[config.mk]
export PLATFORM = sky130hd
export DESIGN_NAME = size_class_chunk_cache_unit_flat
export DESIGN_NICKNAME = d
export VERILOG_FILES = /design/src/rtl/core/scc_pkg.sv /design/src/rtl/core/scc_req_if.sv /design/src/rtl/core/scc_rsp_if.sv /design/src/rtl/core/size_class_chunk_cache_unit.sv /design/src/flat_wrapper.sv
export SDC_FILE = /design/constraint.sdc
export NUM_CORES = 2
export LEC_CHECK = 0
export BUFFER_PORTS_ARGS = -buffer_cell sky130_fd_sc_hd__buf_2
export CAP_MARGIN = 0
export CELL_PAD_IN_SITES_DETAIL_PLACEMENT = 0
export CELL_PAD_IN_SITES_GLOBAL_PLACEMENT = 1
export CORE_ASPECT_RATIO = 1.2
export CORE_UTILIZATION = 50
export CTS_CLUSTER_SIZE = 10
export DETAILED_ROUTE_END_ITERATION = 8
export PLACE_DENSITY_LB_ADDON = 0.1
export SYNTH_ARGS = -nofsm -noshare
export SYNTH_HDL_FRONTEND = slang
export SYNTH_SLANG_ARGS = --single-unit
[constraint.sdc]
create_clock -name clk_i -period 14.9 [get_ports clk_i]
set_input_delay 0.745 -clock clk_i [delete_from_list [all_inputs] [get_ports clk_i]]
set_output_delay 0.745 -clock clk_i [all_outputs]
set_load 0.05 [all_outputs]
[src/rtl/core/scc_pkg.sv]
// Types, codes and constants of the size class chunk cache.
// No dependencies.
`timescale 1ns / 1ps

package scc_pkg;

  localparam int unsigned MaxChunks      = 16;
  localparam int unsigned NumPoolClasses = 11;
  localparam int unsigned IdxW           = $clog2(MaxChunks);
  localparam int unsigned CntW           = $clog2(MaxChunks + 1);

  localparam logic [31:0] PoolBaseSize = 32'd16;
  localparam logic [8:0]  ChunkTag     = 9'd256;
  localparam logic [15:0] DelayReset   = 16'd8000;

  typedef enum logic [1:0] {
    OP_ALLOC = 2'd0,
    OP_FREE  = 2'd1,
    OP_TICK  = 2'd2,
    OP_NOP   = 2'd3
  } op_e;

  typedef enum logic [3:0] {
    ST_POOL_ALLOC  = 4'd0,
    ST_REUSED      = 4'd1,
    ST_NEW_CHUNK   = 4'd2,
    ST_TABLE_FULL  = 4'd3,
    ST_POOL_FREE   = 4'd4,
    ST_CHUNK_FREED = 4'd5,
    ST_NOT_FOUND   = 4'd6,
    ST_BAD_POOL    = 4'd7,
    ST_TICK        = 4'd8
  } status_e;

  typedef enum logic [1:0] {
    S_IDLE,
    S_SCAN,
    S_DONE
  } state_e;

  typedef struct packed {
    logic [31:0] size;
    logic [15:0] countdown;
    logic [15:0] ident;
  } entry_t;

  typedef struct packed {
    status_e     status;
    logic [3:0]  pool_class;
    logic [15:0] chunk_handle;
    logic [4:0]  expired_count;
    logic [4:0]  live_chunks;
  } result_t;

endpackage

[src/rtl/core/scc_req_if.sv]
// Request channel interface of the chunk cache.
// Depends on nothing but valid/ready handshake conventions.
`timescale 1ns / 1ps

interface scc_req_if;
  logic        valid;
  logic        ready;
  logic [1:0]  operation;
  logic [31:0] request_size;
  logic [8:0]  pool_tag;
  logic [15:0] chunk_id;
  logic [15:0] elapsed_ms;

  modport source (output valid, operation, request_size, pool_tag, chunk_id, elapsed_ms,
                  input ready);
  modport sink (input valid, operation, request_size, pool_tag, chunk_id, elapsed_ms,
                output ready);
endinterface

[src/rtl/core/scc_rsp_if.sv]
// Result channel interface of the chunk cache.
// Depends on nothing but valid/ready handshake conventions.
`timescale 1ns / 1ps

interface scc_rsp_if;
  logic        valid;
  logic        ready;
  logic [3:0]  status;
  logic [3:0]  pool_class;
  logic [15:0] chunk_handle;
  logic [4:0]  expired_count;
  logic [4:0]  live_chunks;

  modport source (output valid, status, pool_class, chunk_handle, expired_count,
                  live_chunks, input ready);
  modport sink (input valid, status, pool_class, chunk_handle, expired_count,
                live_chunks, output ready);
endinterface

[src/rtl/core/size_class_chunk_cache_unit.sv]
// Size class router with a table of big chunks whose release is delayed.
// Uses scc_pkg, scc_req_if and scc_rsp_if.
//
// Requests arrive on req_i (valid/ready), one result per request leaves on rsp_o.
// A request is taken only while the unit is idle. Pool allocations, pool frees,
// bad tags and the unused opcode go via res_q to the output register, with no walk.
// Chunk allocate, chunk free and tick walk the chunk table through a one-port
// read / one-port write memory, one slot per cycle through a registered read;
// the walk stops at a hit or after the last filled slot, of 16 at most.
// A finished result sits in the output register; the next request is accepted
// as soon as the result has been moved there, even while rsp_o is stalled.
// If the output register is still full when a result is ready, the unit waits.
// Reset empties the table, clears the id counter and loads the release delay
// with 8000 ms; no clearing pass is needed since table occupancy is a fill count.
// cfg_we_i/cfg_wdata_i write the release delay; write it only while idle.
`timescale 1ns / 1ps

module size_class_chunk_cache_unit (
  input  logic        clk_i,
  input  logic        rst_ni,
  input  logic        cfg_we_i,
  input  logic [15:0] cfg_wdata_i,
  scc_req_if.sink     req_i,
  scc_rsp_if.source   rsp_o
);

  localparam int unsigned IdxW = scc_pkg::IdxW;
  localparam int unsigned CntW = scc_pkg::CntW;

  scc_pkg::entry_t mem_q [scc_pkg::MaxChunks];

  scc_pkg::state_e  state_q, state_d;
  logic [15:0]      delay_q;
  logic [15:0]      next_id_q, next_id_d;
  logic [CntW-1:0]  cnt_q, cnt_d;
  logic [CntW-1:0]  live_q, live_d;
  logic [scc_pkg::MaxChunks-1:0] rel_q, rel_d;
  logic [CntW-1:0]  idx_q, idx_d;
  logic [CntW-1:0]  kept_q, kept_d;
  logic [CntW-1:0]  removed_q, removed_d;
  logic             rvld_q, rvld_d;
  logic [IdxW-1:0]  pidx_q;
  scc_pkg::entry_t  rd_q;

  scc_pkg::op_e     op_q;
  logic [31:0]      size_q;
  logic [15:0]      id_q;
  logic [15:0]      elapsed_q;

  scc_pkg::result_t res_q, res_d;
  scc_pkg::result_t out_q;
  logic             out_v_q;

  logic             accept, issue, hit, scan_end, finish;
  logic             is_pool;
  logic [3:0]       pool_k;
  logic             mem_we;
  logic [IdxW-1:0]  mem_waddr;
  scc_pkg::entry_t  mem_wdata;
  logic [15:0]      cd_sat;
  logic             rel_p;

  assign accept = req_i.valid && req_i.ready;
  assign issue  = (state_q == scc_pkg::S_SCAN) && (idx_q < cnt_q) && !hit;
  assign rel_p  = rel_q[pidx_q];
  assign cd_sat = (rd_q.countdown > elapsed_q) ? (rd_q.countdown - elapsed_q) : 16'd0;

  always_comb begin
    pool_k = 4'd0;
    for (int k = scc_pkg::NumPoolClasses - 1; k >= 0; k--) begin
      if (req_i.request_size < (scc_pkg::PoolBaseSize << k)) begin
        pool_k = 4'(k);
      end
    end
    is_pool = req_i.request_size <
              (scc_pkg::PoolBaseSize << (scc_pkg::NumPoolClasses - 1));
  end

  // control
  always_comb begin
    hit = 1'b0;
    if ((state_q == scc_pkg::S_SCAN) && rvld_q) begin
      if (op_q == scc_pkg::OP_ALLOC) begin
        hit = rel_p && (rd_q.countdown != 16'd0) && (rd_q.size >= size_q) &&
              ({1'b0, rd_q.size} < {size_q, 1'b0});
      end else if (op_q == scc_pkg::OP_FREE) begin
        hit = rd_q.ident == id_q;
      end
    end
    scan_end = (state_q == scc_pkg::S_SCAN) && !rvld_q && !(idx_q < cnt_q);
    finish   = hit || scan_end;
  end

  // next state
  always_comb begin
    state_d = state_q;
    case (state_q)
      scc_pkg::S_IDLE: begin
        if (accept) begin
          if ((req_i.operation == scc_pkg::OP_TICK) ||
              ((req_i.operation == scc_pkg::OP_ALLOC) && !is_pool) ||
              ((req_i.operation == scc_pkg::OP_FREE) &&
               (req_i.pool_tag == scc_pkg::ChunkTag))) begin
            state_d = scc_pkg::S_SCAN;
          end else begin
            state_d = scc_pkg::S_DONE;
          end
        end
      end
      scc_pkg::S_SCAN: begin
        if (finish) begin
          state_d = scc_pkg::S_DONE;
        end
      end
      scc_pkg::S_DONE: begin
        if (!out_v_q || rsp_o.ready) begin
          state_d = scc_pkg::S_IDLE;
        end
      end
      default: state_d = scc_pkg::S_IDLE;
    endcase
  end

  // datapath
  always_comb begin
    res_d     = res_q;
    next_id_d = next_id_q;
    cnt_d     = cnt_q;
    live_d    = live_q;
    rel_d     = rel_q;
    idx_d     = idx_q;
    kept_d    = kept_q;
    removed_d = removed_q;
    rvld_d    = issue;
    mem_we    = 1'b0;
    mem_waddr = pidx_q;
    mem_wdata = rd_q;
    if (issue) begin
      idx_d = idx_q + 1'b1;
    end
    if (state_q == scc_pkg::S_IDLE && accept) begin
      idx_d     = '0;
      kept_d    = '0;
      removed_d = '0;
      res_d     = '{status: scc_pkg::ST_TICK, pool_class: 4'd0, chunk_handle: 16'd0,
                    expired_count: 5'd0, live_chunks: 5'(live_q)};
      case (req_i.operation)
        scc_pkg::OP_ALLOC: begin
          res_d.status     = scc_pkg::ST_POOL_ALLOC;
          res_d.pool_class = pool_k;
        end
        scc_pkg::OP_FREE: begin
          if (req_i.pool_tag < 9'(scc_pkg::NumPoolClasses)) begin
            res_d.status     = scc_pkg::ST_POOL_FREE;
            res_d.pool_class = req_i.pool_tag[3:0];
          end else begin
            res_d.status = scc_pkg::ST_BAD_POOL;
          end
        end
        default: res_d.status = scc_pkg::ST_TICK;
      endcase
    end
    if (state_q == scc_pkg::S_SCAN) begin
      if (rvld_q) begin
        case (op_q)
          scc_pkg::OP_ALLOC: begin
            if (hit) begin
              rel_d[pidx_q]      = 1'b0;
              live_d             = live_q + 1'b1;
              res_d.status       = scc_pkg::ST_REUSED;
              res_d.chunk_handle = rd_q.ident;
            end
          end
          scc_pkg::OP_FREE: begin
            if (hit) begin
              rel_d[pidx_q]   = 1'b1;
              mem_we          = 1'b1;
              mem_wdata.countdown = delay_q;
              if (!rel_p) begin
                live_d = live_q - 1'b1;
              end
              res_d.status = scc_pkg::ST_CHUNK_FREED;
            end
          end
          default: begin
            if (rel_p && (cd_sat == 16'd0)) begin
              removed_d = removed_q + 1'b1;
            end else begin
              mem_we    = 1'b1;
              mem_waddr = kept_q[IdxW-1:0];
              if (rel_p) begin
                mem_wdata.countdown = cd_sat;
              end
              rel_d[kept_q[IdxW-1:0]] = rel_p;
              kept_d = kept_q + 1'b1;
            end
          end
        endcase
      end else if (scan_end) begin
        case (op_q)
          scc_pkg::OP_ALLOC: begin
            if (cnt_q == CntW'(scc_pkg::MaxChunks)) begin
              res_d.status = scc_pkg::ST_TABLE_FULL;
            end else begin
              mem_we    = 1'b1;
              mem_waddr = cnt_q[IdxW-1:0];
              mem_wdata = '{size: size_q, countdown: 16'd0, ident: next_id_q};
              rel_d[cnt_q[IdxW-1:0]] = 1'b0;
              cnt_d              = cnt_q + 1'b1;
              live_d             = live_q + 1'b1;
              next_id_d          = next_id_q + 16'd1;
              res_d.status       = scc_pkg::ST_NEW_CHUNK;
              res_d.chunk_handle = next_id_q;
            end
          end
          scc_pkg::OP_FREE: res_d.status = scc_pkg::ST_NOT_FOUND;
          default: begin
            cnt_d = kept_q;
            for (int i = 0; i < scc_pkg::MaxChunks; i++) begin
              if (CntW'(i) >= kept_q) begin
                rel_d[i] = 1'b0;
              end
            end
            res_d.status        = scc_pkg::ST_TICK;
            res_d.expired_count = 5'(removed_q);
          end
        endcase
      end
      if (finish) begin
        res_d.live_chunks = 5'(live_d);
      end
    end
  end

  always_ff @(posedge clk_i) begin
    if (mem_we) begin
      mem_q[mem_waddr] <= mem_wdata;
    end
    if (issue) begin
      rd_q   <= mem_q[idx_q[IdxW-1:0]];
      pidx_q <= idx_q[IdxW-1:0];
    end
    if (accept) begin
      op_q      <= scc_pkg::op_e'(req_i.operation);
      size_q    <= req_i.request_size;
      id_q      <= req_i.chunk_id;
      elapsed_q <= req_i.elapsed_ms;
    end
    res_q <= res_d;
    if ((state_q == scc_pkg::S_DONE) && (!out_v_q || rsp_o.ready)) begin
      out_q <= res_q;
    end
  end

  always_ff @(posedge clk_i or negedge rst_ni) begin
    if (!rst_ni) begin
      state_q   <= scc_pkg::S_IDLE;
      delay_q   <= scc_pkg::DelayReset;
      next_id_q <= '0;
      cnt_q     <= '0;
      live_q    <= '0;
      rel_q     <= '0;
      idx_q     <= '0;
      kept_q    <= '0;
      removed_q <= '0;
      rvld_q    <= 1'b0;
      out_v_q   <= 1'b0;
    end else begin
      state_q   <= state_d;
      next_id_q <= next_id_d;
      cnt_q     <= cnt_d;
      live_q    <= live_d;
      rel_q     <= rel_d;
      idx_q     <= idx_d;
      kept_q    <= kept_d;
      removed_q <= removed_d;
      rvld_q    <= rvld_d;
      if (cfg_we_i) begin
        delay_q <= cfg_wdata_i;
      end
      if ((state_q == scc_pkg::S_DONE) && (!out_v_q || rsp_o.ready)) begin
        out_v_q <= 1'b1;
      end else if (rsp_o.ready) begin
        out_v_q <= 1'b0;
      end
    end
  end

  assign req_i.ready         = (state_q == scc_pkg::S_IDLE);
  assign rsp_o.valid         = out_v_q;
  assign rsp_o.status        = out_q.status;
  assign rsp_o.pool_class    = out_q.pool_class;
  assign rsp_o.chunk_handle  = out_q.chunk_handle;
  assign rsp_o.expired_count = out_q.expired_count;
  assign rsp_o.live_chunks   = out_q.live_chunks;

endmodule

[src/flat_wrapper.sv]
// flat-port wrapper written by rule: the top's interface ports become plain ports
module size_class_chunk_cache_unit_flat 
  (clk_i, rst_ni, cfg_we_i, cfg_wdata_i, req_i_valid, req_i_operation, req_i_request_size, req_i_pool_tag, req_i_chunk_id, req_i_elapsed_ms, req_i_ready, rsp_o_valid, rsp_o_status, rsp_o_pool_class, rsp_o_chunk_handle, rsp_o_expired_count, rsp_o_live_chunks, rsp_o_ready);
  scc_req_if req_i_i ();
  scc_rsp_if rsp_o_i ();
  input  logic clk_i;
  input  logic rst_ni;
  input  logic cfg_we_i;
  input  logic [15:0] cfg_wdata_i;
  input wire logic [$bits(req_i_i.valid)-1:0] req_i_valid;
  input wire logic [$bits(req_i_i.operation)-1:0] req_i_operation;
  input wire logic [$bits(req_i_i.request_size)-1:0] req_i_request_size;
  input wire logic [$bits(req_i_i.pool_tag)-1:0] req_i_pool_tag;
  input wire logic [$bits(req_i_i.chunk_id)-1:0] req_i_chunk_id;
  input wire logic [$bits(req_i_i.elapsed_ms)-1:0] req_i_elapsed_ms;
  output wire logic [$bits(req_i_i.ready)-1:0] req_i_ready;
  output wire logic [$bits(rsp_o_i.valid)-1:0] rsp_o_valid;
  output wire logic [$bits(rsp_o_i.status)-1:0] rsp_o_status;
  output wire logic [$bits(rsp_o_i.pool_class)-1:0] rsp_o_pool_class;
  output wire logic [$bits(rsp_o_i.chunk_handle)-1:0] rsp_o_chunk_handle;
  output wire logic [$bits(rsp_o_i.expired_count)-1:0] rsp_o_expired_count;
  output wire logic [$bits(rsp_o_i.live_chunks)-1:0] rsp_o_live_chunks;
  input wire logic [$bits(rsp_o_i.ready)-1:0] rsp_o_ready;
  assign req_i_i.valid = req_i_valid;
  assign req_i_i.operation = req_i_operation;
  assign req_i_i.request_size = req_i_request_size;
  assign req_i_i.pool_tag = req_i_pool_tag;
  assign req_i_i.chunk_id = req_i_chunk_id;
  assign req_i_i.elapsed_ms = req_i_elapsed_ms;
  assign req_i_ready = req_i_i.ready;
  assign rsp_o_valid = rsp_o_i.valid;
  assign rsp_o_status = rsp_o_i.status;
  assign rsp_o_pool_class = rsp_o_i.pool_class;
  assign rsp_o_chunk_handle = rsp_o_i.chunk_handle;
  assign rsp_o_expired_count = rsp_o_i.expired_count;
  assign rsp_o_live_chunks = rsp_o_i.live_chunks;
  assign rsp_o_i.ready = rsp_o_ready;
  size_class_chunk_cache_unit u_core (.clk_i(clk_i), .rst_ni(rst_ni), .cfg_we_i(cfg_we_i), .cfg_wdata_i(cfg_wdata_i), .req_i(req_i_i), .rsp_o(rsp_o_i));
endmodule
==> results_dict.tcl <==
set metrics [dict create \
    yosysMostFrequentCell "edfxtp_1" \
    ys.flop_type "edfxtp_1" \
    fillers 8142 \
    worstPathArrival_ps 6390 \
    path_max_fanout 43 \
    finalPower_mw 11.0 \
    cts_root_buf "clkbuf_16" \
    min-delay-start "req_i_request_size[1]" \
    hp-class "in -> reg" \
    place_hpwl_mm 77.6 \
    multiInputGateArea_sq_um 15000 \
    yosys-top-cells-count "1196 x edfxtp_1, 325 x mux4_2, 189 x nand2_1" \
    hold_end "u_core.size_q[1]$_DFFE_PP_" \
    path_cells "inv_1 > ha_1 > fa_1 > nand2b_1 > a21oi_2 > a41oi_2 > mux2_2 > a2111oi_0 > and4_1 > a31o_1 > mux2_1 > nand2_1 > nor4b_4 > buf_4 > buf_4" \
    setup_tns_ps 0 \
    clk_latency_ps 760 \
    r2r-start "u_core.rd_q[16]$_DFFE_PP_" \
    synth_fp_nets 3200 \
    worstMarginPinSlew_ps 1330 \
    dieArea_sq_um 110000 \
    cap_violations 0 \
    timing.final.crit_share 0.405 \
    grt_antenna_before_repair 4 \
    ys_warn_count 0 \
    dr_wl_met2_mm 65.8 \
    stdcell_count 4691 \
    slew_headroom 0.110 \
    drive_gt1_frac 0.241 \
    cp_slowest_stage_delay_ps 810 \
    fin_ws_ps 8870 \
    route.layer.met1.wl_mm 55.2 \
    cp.required_ps 15260 \
    worst_setup_path_end_kind "flip-flop" \
    cts_buffers 150 \
    io_buffers 131 \
    synth_area_leader_cell "edfxtp_1" \
    grt_pass1_vias 30000 \
    place_ws_ps 8830 \
    vias_per_cell 6.15 \
    reg2reg_depth 15 \
    globalplace.congestion 0.892 \
    crit_path_top_delay_cell "buf_4" \
    finalSetupViolations 0 \
    grt_overflow 0 \
    dp_cells 4490 \
    ios 132 \
    fmax_mhz 166 \
    syn_to_final_growth_pct 12.7 \
    route.vias.total 28800 \
    highest_layer "met4" \
    clock_sinks 1303 \
    cp_num_buf_inv 3 \
    ys_seq_elements 1303 \
    routed_wire_length_per_instance_um 28.0 \
    synth_top_area_share 0.662 \
    async_flop_share 0.0591 \
    cp-start-kind "flip-flop" \
    synth_cell_types 90 \
    status "complete, no violations" \
    worst-r2r-setup-slack_ps 8870 \
    rows 132 \
    dieHeight_um 363 \
    cp_top_family "simple AND/OR/NAND/NOR gates" \
    grt_usage 0.245 \
    cts_buffer_depth 3 \
    first_pass_iters 6 \
    drv_slew 0 \
    fin_nets 3429 \
    synthesis.area_sq_um 54300 \
    antenna_left 0 \
    drtIter0Drc 2739 \
    ir_drop_uv 136 \
    synth_edf_count 1196 \
    floorplan.initialDensity 0.504 \
    whs_path_depth 1 \
    clk_pin_slew_worst_paths_ps 60 \
    ys_top_cells_by_area "edfxtp_1 66%, mux4_2 13%, dfrtp_1 3.3%" \
    rsz0062_at_grt "no" \
    met3_wirelength_mm 7.45 \
    synth_seq_area_share 0.709 \
    drc 0 \
    r2r-end "u_core.mem_q[15][53]$_DFFE_PP_" \
    hold_violations 0 \
    synthCells 3008 \
    grt_max_degree 108 \
    powerDensity_nw_per_um2 179 \
    avgSynthCellArea_sq_um 18.0 \
    critPathKind "reg -> reg" \
    skew_ps 30.2 \
    cts-htree-levels 4 \
    period_needed_ps 6030 \
    core_sq_um 108000 \
    grt_pass1_wl_mm 196 \
    seq_area_sq_um 38500 \
    die_w_um 303 \
    cts_tree "done" \
    crit_path_frequent_cell "buf_4" \
    cts_setup_buffers 0 \
    drt-total-wl_mm 131 \
    p_leak_nw 20.3 \
]
kinds of logic after synthesis:
group,after synthesis,synth area share
XOR/XNOR,47,0.00759
flip-flops,1303,0.709
multiplexers,383,0.146
AO/OA/AOI/OAI,431,0.0515
buffers and inverters,235,0.0169
AND/OR/NAND/NOR,513,0.0469
adder cells (fa/ha/maj),96,0.0223
what timing repair did:
item | in CTS | in global routing
setup endpoints to repair | 0 | 0
endpoints found under the hold margin | 17 | 0
gates resized for setup | 0 | 0
hold buffers | 1 | 0
layout by cell type (no fill, tap or decap), types with 8 or more instances in the layout:
cell type,count
a211oi_1,9
a21o_1,31
a21oi_1,84
a221o_1,12
a22oi_1,25
a31oi_1,20
and3_1,13
buf_2,130
buf_4,94
clkbuf_1,28
clkbuf_16,153
dfrtp_1,67
dfxtp_1,30
edfxtp_1,1196
ha_1,95
inv_1,84
mux2_2,17
mux2i_1,39
mux4_2,325
nand2_1,189
nand2b_1,16
nand3_1,46
nand4_1,20
nor2_1,93
nor2b_1,14
nor3_1,34
nor4_1,17
nor4b_4,8
o21a_1,8
o21ai_0,95
o21ai_1,37
o22ai_1,22
o31ai_1,15
or3_1,9
xnor2_1,23
xor2_1,24
layer usage:
layer	GRT usage	up-vias
li1	-	12600
met1	0.341	15100
met2	0.401	926
met3	0.0376	192
met4	0.0735	0
met5	0	-
final cells by class:
class,instances,area share
Clock buffer,184,0.0650
Tap cell,1407,0.0288
Multi-Input combinational cell,1470,0.246
Sequential cell,1303,0.629
Antenna cell,1,0.0000409
Inverter,86,0.00534
Timing Repair Buffer,226,0.0227
Clock inverter,14,0.00317
state kept, by name, summed over array words and instances (netlist names), 2 cells and up:
register	flops
u_core.rd_q	64
u_core.idx_q	5
u_core.live_q	5
u_core.rsp_o.pool_class	4
u_core.rel_q	16
u_core.removed_q	5
u_core.mem_q	1024
u_core.state_q	2
u_core.pidx_q	4
u_core.id_q	16
u_core.next_id_q	16
u_core.rsp_o.status	4
u_core.op_q	2
u_core.rsp_o.chunk_handle	16
u_core.size_q	32
u_core.kept_q	5
u_core.rsp_o.live_chunks	5
u_core.res_q	34
u_core.elapsed_q	16
u_core.delay_q	16
u_core.rsp_o.expired_count	5
u_core.cnt_q	5
through the flow:
step                      cell area, sq um  hold WS [ps]   util
after floorplan                      54300           400      -
after global placement               57000           411  0.529
after detailed placement             57000           406  0.529
after CTS                            61100          99.7  0.568
after global routing                 61200           124  0.568
final                                61200           162  0.568
worst max-delay path by stage:
stage,startpoint,to,depth (start not counted),slack [ps]
6_report,u_core.rd_q[16]$_DFFE_PP_,u_core.mem_q[15][53]$_DFFE_PP_,15,8870
5_1_grt,u_core.rd_q[16]$_DFFE_PP_,u_core.mem_q[7][56]$_DFFE_PP_,15,8560
4_1_cts,u_core.rd_q[16]$_DFFE_PP_,u_core.mem_q[7][56]$_DFFE_PP_,15,8820
3_5_place_dp,u_core.rd_q[16]$_DFFE_PP_,u_core.mem_q[7][56]$_DFFE_PP_,15,8830
3_3_place_gp,u_core.rd_q[16]$_DFFE_PP_,u_core.mem_q[7][56]$_DFFE_PP_,15,8900
2_1_floorplan,u_core.rd_q[16]$_DFFE_PP_,u_core.mem_q[1][0]$_DFFE_PP_,14,6670
where the power goes:
part	switching [mW]	total [mW]	internal, mW
combinational	1.73	2.80	1.07
clock	1.36	3.24	1.89
sequential	0.232	4.92	4.69
Note: power is estimated with default switching activity, not from simulation.
